==> src/rtl/core/fcmc_pkg.sv <==
package fcmc_pkg;

  // Input word kinds
  typedef enum logic [2:0] {
    KIND_TICK  = 3'd0,
    KIND_TEMP  = 3'd1,
    KIND_LEVEL = 3'd2,
    KIND_SUPER = 3'd3,
    KIND_LOCK  = 3'd4
  } kind_t;

  // Compressor phases
  typedef enum logic [1:0] {
    PH_STOP = 2'd0,
    PH_WAIT = 2'd1,
    PH_RUN  = 2'd2
  } phase_t;

  // Configuration register indexes
  typedef enum logic [1:0] {
    CFG_ON_THR    = 2'd0,
    CFG_HOUR_LIM  = 2'd1,
    CFG_START_DLY = 2'd2,
    CFG_SLEEP_DLY = 2'd3
  } cfg_idx_t;

  localparam logic MODE_SUPER = 1'b0;
  localparam logic MODE_LEVEL = 1'b1;

  localparam logic [5:0] MINUTE_SECS = 6'd60;
  localparam logic [1:0] HOLD_TOGGLE = 2'd3;
  localparam logic [2:0] LEVEL_MIN   = 3'd1;
  localparam logic [2:0] LEVEL_MAX   = 3'd5;
  localparam logic [2:0] LEVEL_RST   = 3'd3;

  localparam logic [7:0] IND_SC_LOCKED   = 8'h06;
  localparam logic [7:0] IND_SC_UNLOCKED = 8'h05;

  localparam logic [6:0] ON_THR_RST    = 7'd4;
  localparam logic [7:0] HOUR_LIM_RST  = 8'd8;
  localparam logic [9:0] START_DLY_RST = 10'd20;
  localparam logic [9:0] SLEEP_DLY_RST = 10'd30;

  typedef struct packed {
    logic [6:0] on_thr;
    logic [7:0] hour_lim;
    logic [9:0] start_dly;
    logic [9:0] sleep_dly;
  } cfg_t;

  typedef struct packed {
    logic       mode;
    logic [2:0] level;
    logic       lock;
    logic       want;
    phase_t     phase;
    logic       drive;
    logic [9:0] delay_left;
    logic [9:0] sleep_left;
    logic [5:0] sec_to_min;
    logic [5:0] sc_min;
    logic [7:0] sc_hours;
    logic [1:0] hold;
    logic [7:0] last_temp;
  } state_t;

  localparam state_t ST_RST = '{
    mode:       MODE_LEVEL,
    level:      LEVEL_RST,
    lock:       1'b0,
    want:       1'b0,
    phase:      PH_STOP,
    drive:      1'b0,
    delay_left: START_DLY_RST,
    sleep_left: SLEEP_DLY_RST,
    sec_to_min: MINUTE_SECS,
    sc_min:     MINUTE_SECS,
    sc_hours:   8'd0,
    hold:       2'd0,
    last_temp:  8'd0
  };

  // Thermostat off temperature per level
  function automatic logic signed [7:0] off_temp(input logic [2:0] level);
    logic signed [7:0] t;
    case (level)
      3'd1:    t = -8'sd16;
      3'd2:    t = -8'sd18;
      3'd4:    t = -8'sd22;
      3'd5:    t = -8'sd24;
      default: t = -8'sd20;
    endcase
    return t;
  endfunction

  // LED byte for the current mode, level and lock
  function automatic logic [7:0] ind_pattern(input state_t s);
    logic [7:0] p;
    if (s.mode == MODE_SUPER) begin
      p = s.lock ? IND_SC_LOCKED : IND_SC_UNLOCKED;
    end else begin
      case (s.level)
        3'd1:    p = 8'hF3;
        3'd2:    p = 8'hEB;
        3'd4:    p = 8'hBB;
        3'd5:    p = 8'h7B;
        default: p = 8'hDB;
      endcase
      // locked variants swap the low nibble pattern
      if (s.lock) p = {p[7:4], 4'hE} & {4'hF, p[3:0] | 4'h4} | 8'h00;
    end
    return p;
  endfunction

endpackage

==> src/rtl/core/freezer_compressor_mode_controller_core.sv <==
// Channel | Direction | Words carried
// in_     | input     | kind, temperature, lock_button_down
// out_    | output    | drive, phase, mode, level, lock, display awake, LED byte
// cfg_    | input     | register index and write data, always ready
//
// One word per cycle while results are taken: an accepted word is held in the
// input register, then the event logic and two control passes update the state
// register, which is the result register. Reset is synchronous, active low, and
// restores all registers but the input data registers to defaults.
// A stalled result holds the state; one more word waits in the input register.
module freezer_compressor_mode_controller_core (
  input  logic       clk,
  input  logic       rst_n,
  input  logic       in_valid,
  output logic       in_ready,
  input  logic [2:0] in_kind,
  input  logic [7:0] in_temperature,
  input  logic       in_lock_button_down,
  output logic       out_valid,
  input  logic       out_ready,
  output logic       out_compressor_drive,
  output logic [1:0] out_compressor_phase,
  output logic       out_cooling_mode,
  output logic [2:0] out_level_setting,
  output logic       out_lock_active,
  output logic       out_display_awake,
  output logic [7:0] out_indicator_pattern,
  input  logic       cfg_valid,
  output logic       cfg_ready,
  input  logic [1:0] cfg_index,
  input  logic [9:0] cfg_data
);

  fcmc_pkg::cfg_t   cfg_r;
  fcmc_pkg::state_t st_r;
  fcmc_pkg::state_t st_evt;
  fcmc_pkg::state_t st_p1;
  fcmc_pkg::state_t st_nxt;

  logic       in_vld_r;
  logic [2:0] kind_r;
  logic [7:0] temp_r;
  logic       held_r;
  logic       out_vld_r;
  logic       fire;

  // advance when the input register holds a word and the result slot frees
  assign fire     = in_vld_r && (!out_vld_r || out_ready);
  assign in_ready = !in_vld_r || fire;
  assign cfg_ready = 1'b1;

  // configuration registers
  always_ff @(posedge clk) begin
    if (!rst_n) begin
      cfg_r.on_thr    <= fcmc_pkg::ON_THR_RST;
      cfg_r.hour_lim  <= fcmc_pkg::HOUR_LIM_RST;
      cfg_r.start_dly <= fcmc_pkg::START_DLY_RST;
      cfg_r.sleep_dly <= fcmc_pkg::SLEEP_DLY_RST;
    end else if (cfg_valid) begin
      unique case (fcmc_pkg::cfg_idx_t'(cfg_index))
        fcmc_pkg::CFG_ON_THR:    cfg_r.on_thr    <= cfg_data[6:0];
        fcmc_pkg::CFG_HOUR_LIM:  cfg_r.hour_lim  <= cfg_data[7:0];
        fcmc_pkg::CFG_START_DLY: cfg_r.start_dly <= cfg_data;
        fcmc_pkg::CFG_SLEEP_DLY: cfg_r.sleep_dly <= cfg_data;
        default:                 cfg_r           <= cfg_r;
      endcase
    end
  end

  // input register
  always_ff @(posedge clk) begin
    if (!rst_n) begin
      in_vld_r <= 1'b0;
    end else if (in_ready) begin
      in_vld_r <= in_valid;
    end
  end

  always_ff @(posedge clk) begin
    if (in_valid && in_ready) begin
      kind_r <= in_kind;
      temp_r <= in_temperature;
      held_r <= in_lock_button_down;
    end
  end

  // event handling, then two control passes
  fcmc_event u_event (
    .kind             (kind_r),
    .temperature      (temp_r),
    .lock_button_down (held_r),
    .cfg              (cfg_r),
    .st_i             (st_r),
    .st_o             (st_evt)
  );

  fcmc_ctrl u_ctrl0 (
    .cfg  (cfg_r),
    .st_i (st_evt),
    .st_o (st_p1)
  );

  fcmc_ctrl u_ctrl1 (
    .cfg  (cfg_r),
    .st_i (st_p1),
    .st_o (st_nxt)
  );

  // state and result register
  always_ff @(posedge clk) begin
    if (!rst_n) begin
      st_r      <= fcmc_pkg::ST_RST;
      out_vld_r <= 1'b0;
    end else begin
      if (fire) st_r <= st_nxt;
      if (fire) begin
        out_vld_r <= 1'b1;
      end else if (out_ready) begin
        out_vld_r <= 1'b0;
      end
    end
  end

  assign out_valid             = out_vld_r;
  assign out_compressor_drive  = st_r.drive;
  assign out_compressor_phase  = st_r.phase;
  assign out_cooling_mode      = st_r.mode;
  assign out_level_setting     = st_r.level;
  assign out_lock_active       = st_r.lock;
  assign out_display_awake     = st_r.sleep_left != 10'd0;
  assign out_indicator_pattern = fcmc_pkg::ind_pattern(st_r);

endmodule

==> src/rtl/core/fcmc_event.sv <==
module fcmc_event (
  input  logic [2:0]      kind,
  input  logic [7:0]      temperature,
  input  logic            lock_button_down,
  input  fcmc_pkg::cfg_t   cfg,
  input  fcmc_pkg::state_t st_i,
  output fcmc_pkg::state_t st_o
);

  always_comb begin
    st_o = st_i;
    case (fcmc_pkg::kind_t'(kind))
      fcmc_pkg::KIND_TICK: begin
        // count down the timers, each stopping at zero, the start delay only while waiting
        if (st_i.sleep_left != 10'd0) st_o.sleep_left = st_i.sleep_left - 10'd1;
        if (st_i.sec_to_min != 6'd0) st_o.sec_to_min = st_i.sec_to_min - 6'd1;
        if (st_i.delay_left != 10'd0 && st_i.phase == fcmc_pkg::PH_WAIT) begin
          st_o.delay_left = st_i.delay_left - 10'd1;
        end
        // advance the lock hold count, toggle on reaching the limit, clear it on release
        if (lock_button_down) begin
          if (st_i.hold != fcmc_pkg::HOLD_TOGGLE) begin
            st_o.hold = st_i.hold + 2'd1;
            if (st_i.hold + 2'd1 == fcmc_pkg::HOLD_TOGGLE) begin
              st_o.lock       = ~st_i.lock;
              st_o.sleep_left = cfg.sleep_dly;
            end
          end
        end else begin
          st_o.hold = 2'd0;
        end
      end
      fcmc_pkg::KIND_TEMP: begin
        st_o.last_temp = temperature;
      end
      fcmc_pkg::KIND_LEVEL, fcmc_pkg::KIND_SUPER: begin
        if (st_i.sleep_left == 10'd0) begin
          st_o.sleep_left = cfg.sleep_dly;
        end else if (!st_i.lock) begin
          st_o.sleep_left = cfg.sleep_dly;
          if (st_i.mode == fcmc_pkg::MODE_SUPER) begin
            st_o.mode     = fcmc_pkg::MODE_LEVEL;
            st_o.sc_min   = fcmc_pkg::MINUTE_SECS;
            st_o.sc_hours = 8'd0;
          end else if (kind == fcmc_pkg::KIND_LEVEL) begin
            st_o.level = (st_i.level >= fcmc_pkg::LEVEL_MAX) ? fcmc_pkg::LEVEL_MIN
                                                              : st_i.level + 3'd1;
          end else begin
            st_o.mode     = fcmc_pkg::MODE_SUPER;
            st_o.sc_min   = fcmc_pkg::MINUTE_SECS;
            st_o.sc_hours = 8'd0;
          end
        end
      end
      fcmc_pkg::KIND_LOCK: begin
        st_o.sleep_left = cfg.sleep_dly;
      end
      default: begin
        st_o = st_i;
      end
    endcase
  end

endmodule

==> src/rtl/core/fcmc_ctrl.sv <==
module fcmc_ctrl (
  input  fcmc_pkg::cfg_t   cfg,
  input  fcmc_pkg::state_t st_i,
  output fcmc_pkg::state_t st_o
);

  logic signed [7:0] on_thr;
  logic              cond_on;
  logic              cond_off;

  assign on_thr   = $signed({cfg.on_thr[6], cfg.on_thr});
  assign cond_on  = $signed(st_i.last_temp) >= on_thr;
  assign cond_off = $signed(st_i.last_temp) <= fcmc_pkg::off_temp(st_i.level);

  always_comb begin
    st_o = st_i;
    if (st_i.mode == fcmc_pkg::MODE_SUPER) begin
      // minute and hour bookkeeping
      if (st_o.sec_to_min == 6'd0) begin
        st_o.sc_min     = st_o.sc_min - 6'd1;
        st_o.sec_to_min = fcmc_pkg::MINUTE_SECS;
      end
      if (st_o.sc_min == 6'd0) begin
        st_o.sc_hours = st_o.sc_hours + 8'd1;
        st_o.sc_min   = fcmc_pkg::MINUTE_SECS;
      end
      if (st_o.sc_hours < cfg.hour_lim) begin
        st_o.want = 1'b1;
      end else begin
        st_o.want     = 1'b0;
        st_o.mode     = fcmc_pkg::MODE_LEVEL;
        st_o.sc_min   = fcmc_pkg::MINUTE_SECS;
        st_o.sc_hours = 8'd0;
      end
    end else begin
      // hysteresis thermostat
      if (cond_on) st_o.want = 1'b1;
      if (cond_off) st_o.want = 1'b0;
    end

    // compressor start delay sequencing
    if (st_o.want) begin
      if (st_o.phase == fcmc_pkg::PH_STOP) begin
        st_o.phase      = fcmc_pkg::PH_WAIT;
        st_o.delay_left = cfg.start_dly;
      end
      if (!st_o.drive && st_o.delay_left == 10'd0) begin
        st_o.phase = fcmc_pkg::PH_RUN;
        st_o.drive = 1'b1;
      end
    end else if (st_o.phase != fcmc_pkg::PH_STOP) begin
      st_o.phase = fcmc_pkg::PH_STOP;
      st_o.drive = 1'b0;
    end
  end

endmodule

==> config.mk <==
export PLATFORM = sky130hd
export DESIGN_NAME = freezer_compressor_mode_controller_core
export DESIGN_NICKNAME = d
export VERILOG_FILES = /design/src/rtl/core/fcmc_pkg.sv /design/src/rtl/core/freezer_compressor_mode_controller_core.sv /design/src/rtl/core/fcmc_event.sv /design/src/rtl/core/fcmc_ctrl.sv
export SDC_FILE = /design/constraint.sdc
export NUM_CORES = 1
export LEC_CHECK = 0
export ABC_AREA = 1
export BUFFER_PORTS_ARGS = -buffer_cell sky130_fd_sc_hd__buf_4
export CAP_MARGIN = 20
export CORE_MARGIN = 5
export CORE_UTILIZATION = 32
export CTS_CLUSTER_SIZE = 24
export DETAILED_ROUTE_END_ITERATION = 8
export SETUP_SLACK_MARGIN = 0.2
export SYNTH_ARGS = -nofsm -noshare
export SYNTH_HDL_FRONTEND = slang
export SYNTH_SLANG_ARGS = --single-unit
export TNS_END_PERCENT = 20
==> constraint.sdc <==
create_clock -name clk -period 6.61 [get_ports clk]
set_input_delay 0.661 -clock clk [delete_from_list [all_inputs] [get_ports clk]]
set_output_delay 0.661 -clock clk [all_outputs]
set_load 0.02 [all_outputs]
Word level (Yosys, flattened, before mapping)
Index checks and enable logic that the tools add are counted.

Register bits: 108. Latch bits: 0. Bits in writable memories: 0. ROM bits: 0. Input port bits: 29. Output and inout bits: 20. Logic and storage cells: 168. Memories: 0.

Add/sub/neg operators: 9. $mul: 0. Div/mod/pow operators: 0. Order comparisons: 5. Eq/ne operators: 20. Shift-type cells: 0. Multiplexer cells: 73. Bitwise logic cells: 2. Reductions and logical operators: 37.

Operator list (number): two-way mux 14 bit (11); two-way mux 10 bit (14); two-way mux 12 bit (4); two-way mux 20 bit (2); two-way mux 8 bit (4); one-hot mux 8 bit (4 select lines) (1); zero test 10 bit (3); one-hot mux 10 bit (3 select lines) (1); two-way mux 3 bit (9); zero test 6 bit (4); one-hot mux 5 bit (4 select lines) (1); nonzero test 10 bit (2); subtractor 10 x 1 -> 10 bit, second input constant (2); subtractor 6 x 1 -> 6 bit, second input constant (3); adder 8 x 1 -> 8 bit, second input constant (2); < comparator 8 bit (2); two-way mux 1 bit (16); equality test 3 bit, second input constant (5); equality test 3 x 2 -> 1 bit, second input constant (4); two-way mux 4 bit (3); two-way mux 6 bit (2); two-way mux 2 bit (5); equality test 3 x 1 -> 1 bit, second input constant (3); bitwise AND 8 bit (1); other kinds (23) (42).

Logic depth before layout (Yosys ltp)
Depth after elaboration: 29. Mapped depth: 57. Gate-level depth less buffers: 56.

Cells and area by module
A second synthesis with hierarchy kept.

Cell total of the unflattened synthesis: 1581. Area total of the unflattened synthesis: 9846.9 µm².

By module, submodules not included: freezer_compressor_mode_controller_core (times used 1, cells an instance 597, area an instance 4379.2 µm², sequential area each 2282.2 µm²); fcmc_ctrl (times used 2, cells an instance 305, area an instance 1829.3 µm², sequential area each 0.0 µm²); fcmc_event (times used 1, cells an instance 374, area an instance 1809.2 µm², sequential area each 0.0 µm²).

Worst setup path before layout
No wires, ideal clock.

Path kind: reg-to-reg. From: reg st_r[30] (netlist bit). To: reg st_r[11] (netlist bit). Setup time: 0.074 ns. Arrival: 6.532 ns. Required time: 6.536 ns. Setup slack: 0.004 ns. Cell stages (with the launch flop): 55. Buffers on the path: 2. Period minus slack after synthesis: 6.606 ns. Path through: dfxtp_1 -> inv_1 -> ha_1 -> nand2_1 -> nor2_2 -> nand2_1 -> nand2_2 -> buf_6 -> nand2_1 -> ha_1 -> nand3_1 -> nand2_1 -> nand3_1 -> nand2_1 -> inv_2 -> nand2_1 -> nor2_2 -> nand2_2 -> (+19 left out) -> nor2_1 -> nand2_1 -> nor2_4 -> nand3_4 -> inv_2 -> nand2_1 -> nor3b_2 -> nand3_1 -> xor2_1 -> inv_2 -> ha_1 -> nand2_1 -> nor2_1 -> a2111oi_0 -> a21boi_2 -> buf_4 -> nand2_1 -> a31oi_1.

Word-level cells in the longest chain between the ends: 21. Elaborated cells between the ends (all ways): 28. Classes of those cells: add/sub (4); order compare (2); mux (18); reduce/logical (4).

Ends and longest elaborated chain: start, declared (RTL line freezer_compressor_mode_controller_core.sv:35) `fcmc_pkg::state_t st_r;`; start signal, assigned (RTL line freezer_compressor_mode_controller_core.sv:112) `st_r <= fcmc_pkg::ST_RST;`; start signal, assigned (RTL line freezer_compressor_mode_controller_core.sv:115) `if (fire) st_r <= st_nxt;`; zero test 10 bit * (RTL line fcmc_event.sv:37) `if (st_i.sleep_left == 10'd0) begin`; two-way mux 14 bit (RTL line fcmc_event.sv:37); two-way mux 14 bit (RTL line fcmc_event.sv:12) `case (fcmc_pkg::kind_t'(kind))`; subtractor 6 x 1 -> 6 bit (RTL line fcmc_ctrl.sv:20) `st_o.sc_min = st_o.sc_min - 6'd1;`; two-way mux 12 bit (RTL line fcmc_ctrl.sv:19) `if (st_o.sec_to_min == 6'd0) begin`; two-way mux 12 bit (RTL line fcmc_ctrl.sv:17) `if (st_i.mode == fcmc_pkg::MODE_SUPER) begin`; zero test 6 bit (RTL line fcmc_ctrl.sv:23) `if (st_o.sc_min == 6'd0) begin`; two-way mux 14 bit (RTL line fcmc_ctrl.sv:23); (+5 left out); two-way mux 12 bit (RTL line fcmc_ctrl.sv:19); two-way mux 12 bit (RTL line fcmc_ctrl.sv:17); zero test 6 bit (RTL line fcmc_ctrl.sv:23); two-way mux 14 bit (RTL line fcmc_ctrl.sv:23); two-way mux 14 bit (RTL line fcmc_ctrl.sv:17); < comparator 8 bit (RTL line fcmc_ctrl.sv:27) `if (st_o.sc_hours < cfg.hour_lim) begin`; two-way mux 14 bit (RTL line fcmc_ctrl.sv:27); two-way mux 20 bit * (RTL line fcmc_ctrl.sv:17).

Every way passes the cells marked *; elsewhere a longest branch is shown, timed or not. The select of a mux whose other input is x is not followed. A chain may end at the register's enable or synchronous reset.

Worst setup path after layout
From: reg kind_r[1]. To: reg st_r[17] (netlist bit).

Word-level cells in the longest chain between the ends: 24. Elaborated cells between the ends (all ways): 39. Classes of those cells: add/sub (4); order compare (2); eq/ne (2); mux (25); reduce/logical (6).

Ends and longest elaborated chain: start, declared (RTL line freezer_compressor_mode_controller_core.sv:41) `logic [2:0] kind_r;`; start signal, assigned (RTL line freezer_compressor_mode_controller_core.sv:81) `kind_r <= in_kind;`; equality test 3 x 2 -> 1 bit (RTL line fcmc_event.sv:12, fcmc_event.sv:45); two-way mux 14 bit (RTL line fcmc_event.sv:45) `end else if (kind == fcmc_pkg::KIND_LEVEL) begin`; two-way mux 14 bit (RTL line fcmc_event.sv:41) `if (st_i.mode == fcmc_pkg::MODE_SUPER) begin`; two-way mux 14 bit (RTL line fcmc_event.sv:39) `end else if (!st_i.lock) begin`; two-way mux 14 bit (RTL line fcmc_event.sv:37); two-way mux 14 bit (RTL line fcmc_event.sv:12); subtractor 6 x 1 -> 6 bit (RTL line fcmc_ctrl.sv:20); two-way mux 12 bit (RTL line fcmc_ctrl.sv:19); (+8 left out); two-way mux 12 bit (RTL line fcmc_ctrl.sv:19); two-way mux 12 bit (RTL line fcmc_ctrl.sv:17); zero test 6 bit (RTL line fcmc_ctrl.sv:23); two-way mux 14 bit (RTL line fcmc_ctrl.sv:23); two-way mux 14 bit (RTL line fcmc_ctrl.sv:17); < comparator 8 bit (RTL line fcmc_ctrl.sv:27); two-way mux 14 bit (RTL line fcmc_ctrl.sv:27); two-way mux 20 bit * (RTL line fcmc_ctrl.sv:17).

Marked as above.

==> impl_metrics.ini <==
[setup_path]
ff2ff_setup_slack_ns = -0.06
crit_arrival_ns = 6.95
r2r-start = kind_r[1]
path_delay_family = buffers and inverters
cp_num_buf_inv = 21
critPathRequiredTime_ns = 6.89
reg2regPathDepth = 49
crit_top_cell = buf_4
r2r_end = st_r[17]
critPathMaxStageDelay_ns = 0.47
crit_type = flip-flop to flip-flop
start_kind = flip-flop
critPathMaxFanout = 6
endpoint_kind = flip-flop
crit_slowest_cell = edfxtp_1

[timing]
report.final.slew_viol_count = 0
rsz0062_at_grt = yes
finalClockSkew_ns = 0.009823
relSlewSlack = 0.4611
whs_ns = 0.4624
max_freq_ghz = 0.1500
worst_pin_slew_ns = 0.8009
min_period_ns = 6.668
setup_viol = 15
layout_setup_ws_ns = -0.05835
hold_viol = 0
post-route-period-util = 1.009

[cts]
ctsHoldBuffers = 0
clk_path_buf_depth = 2
cts.reportedPaths.clkPinSlew_ns = 0.08
cts_tree = done
clkLatencyLatePin_ns = 0.36
clock_sinks = 108
cts_root_buf = clkbuf_16
htree_levels = 3
cts_buffers = 9

[synth]
synth.avg_cell_area_um2 = 6.585
yosys_warnings = 0
synth-seq-cells = 108
muxShareOfSynthArea = 0.001346
synth_top_family_by_area = simple AND/OR/NAND/NOR gates
synth_cell_types = 53
synth_cells = 1129
ys.flop_type = dfxtp_1
synth-simple-area-share = 0.2859
syn-num-nets = 1198
async_reset_ff_frac = 0
synth_compound_area_frac = 0.1929
yosys.area_share.xor_xnor = 0.02945
synthAdderAreaFrac = 0.06732
synth_edf_count = 12
netlist_area_mm2 = 0.007435
yosysSeqAreaShare = 0.3070

[global_route]
grt_max_degree = 59
overflow = 0
gr-usage-all-layers = 0.1682
first_global_vias = 7352
grt_pass1_wl_mm = 36.54
antenna_found_initial = 0

[routing]
post_drt_wl_per_cell_um = 14.83
drc = 0
first_pass_iters = 5
num_vias = 8057
viasPerCell = 5.020
first_iter_violations = 668
wl_mm = 23.80
antenna_left = 0

[placement]
dp_hpwl_mm = 15.21
io_buffers = 47
place_area_mm2 = 0.008230
placed_cells = 1479
gp_congestion = 0.9251

[cells_and_area]
diodes = 0
fin_util = 0.4331
n_fill_cell = 2257
syn_to_final_growth_pct = 32.68
final_area_mm2 = 0.009864
drive_gt1_frac = 0.2717
layout.cells.non_filler = 1605
layout.nets = 1356

[power_and_ir_drop]
p_clk_frac = 0.287
ir_worst_vdd_uv = 151.3
switching_share = 0.3488
total_power_mw = 1.819
seqPwrFrac = 0.400
power_density_mw_per_mm2 = 184.4
power_frac_comb = 0.313
switchingPower_uw = 634.3
p_int_mw = 1.184
p_leak_nw = 4.546

[die]
io_pins = 49
fp-row-count = 55
initial_core_util = 0.3264
dieArea_mm2 = 0.02638
fp.dieH_um = 162.4
coreArea_mm2 = 0.02278
die-width_um = 162.4

[hold_path]
worstHoldStart = cfg_r[0]
timing.hold.worst_endpoint = cfg_r[0]
min_path_cells = 2
hp-class = flip-flop to flip-flop

[outcome]
violations = setup timing
status = complete, but fails checks

[flow_run]
maxCapViolCount = 0
metrics by stage:
step                setup TNS [ns]  setup WS, ns
global placement                 0       0.01127
finish                     -0.3527      -0.05835
detailed placement          -2.078       -0.1318
floorplan                        0        0.2428
CTS                              0        0.2093
global route                -12.13       -0.4996
sequential cells by signal (all words and copies together), names as in the netlist:
name	count
out_compressor_phase	2
out_valid	1
kind_r	3
temp_r	8
out_cooling_mode	1
held_r	1
out_level_setting	3
out_compressor_drive	1
out_lock_active	1
cfg_r	35
in_vld_r	1
st_r	51
placed cells by master, fill, tap and decap left out, drive strengths merged, types with 8 or more instances in the layout:
master / synthesis / final
nand2: 260 / 260
clkinv: 4 / 8
xor2: 17 / 17
a21oi: 95 / 95
o211ai: 10 / 10
edfxtp: 12 / 12
nand4: 11 / 11
nand3: 66 / 66
nor3: 13 / 13
nor2: 118 / 118
ha: 40 / 40
dfxtp: 96 / 96
clkbuf: 29 / 9
inv: 165 / 166
a31oi: 11 / 11
xnor2: 8 / 8
o21ai: 119 / 119
buf: 15 / 191
power groups by stage:
| stage | clock (mW) | sequential, mW | combinational (mW) |
|---|---|---|---|
| CTS | 0.539 | 0.728 | 0.511 |
| detailed placement | 0 | 0.742 | 0.450 |
| floorplan | 0 | 0.737 | 0.327 |
| global placement | 0 | 0.742 | 0.446 |
| finish | 0.522 | 0.728 | 0.569 |
| global route | 0.561 | 0.733 | 0.628 |
metal layers:
metal	global-route usage	share of wire	vias up	wire length [um]
met3	0.02835	0.050	63	1199
met4	0.04998	0.026	0	615
li1	-	-	3985	-
met5	0	0	-	0
met2	0.2812	0.47	261	11260
met1	0.2230	0.45	3748	10730
cell families (layout without fill, tap and decap cells):
kind of cell,Yosys count,count (layout)
buffers and inverters,213,376
adders and majority gates,40,40
other,1,1
and+or+nand+nor,483,483
DFF,108,108
AOI/OAI and AO/OA,258,258
muxes,1,1
xor gates and xnor gates,25,25
synth_stat cells (all sizes together) (8+ instances only):
cell type,count,area share
nand4,11,0.0093
xor2,17,0.020
a21oi,95,0.068
nand2,260,0.14
o21ai,119,0.081
clkbuf,29,0.015
xnor2,8,0.0094
nor3,13,0.0088
dfxtp,96,0.26
nand3,66,0.049
nor2,118,0.066
a31oi,11,0.0093
buf,15,0.015
o211ai,10,0.010
edfxtp,12,0.048
ha,40,0.067
inv,165,0.084
timing repair:
| action | 4_1_cts | 5_1_grt |
|---|---|---|
| resized for setup | 41 | 95 |
| setup buffers | 89 | 19 |
| endpoints found under the setup margin | 29 | 29 |
| pin swaps | 40 | 55 |
| cloned | 2 | 0 |
worst max path at each step:
stage / start / end / slack (ns) / cells past startpoint
after floorplan: st_r[30] / st_r[11] / 0.24 / 54
after global placement: kind_r[1] / st_r[23] / 0.01 / 52
after detailed placement: kind_r[1] / st_r[41] / -0.13 / 53
after CTS: kind_r[2] / st_r[15] / 0.21 / 56
after global routing: kind_r[1] / st_r[17] / -0.50 / 49
final: kind_r[1] / st_r[17] / -0.06 / 49
final cells by class:
class | count | area, um^2 | area share
sequential | 108 | 2282 | 0.2314
inverter | 169 | 646.9 | 0.06558
clock inverter | 7 | 51.30 | 0.005200
clock buffer | 9 | 225.2 | 0.02283
multi-input combinational | 808 | 4727 | 0.4792
timing repair buffer | 191 | 1540 | 0.1561
tap | 313 | 391.6 | 0.03970
worst register-to-register path, delay by kind of cell (launching register included):
family                   cells  cell delay (ns)
AO/OA/AOI/OAI                4             0.77
XOR/XNOR                     1             0.21
AND/OR/NAND/NOR             22             2.33
adder cells (fa/ha/maj)      1             0.29
flip-flops                   1             0.47
buffers and inverters       21             2.52
Note: power is estimated with default switching activity, not from simulation.
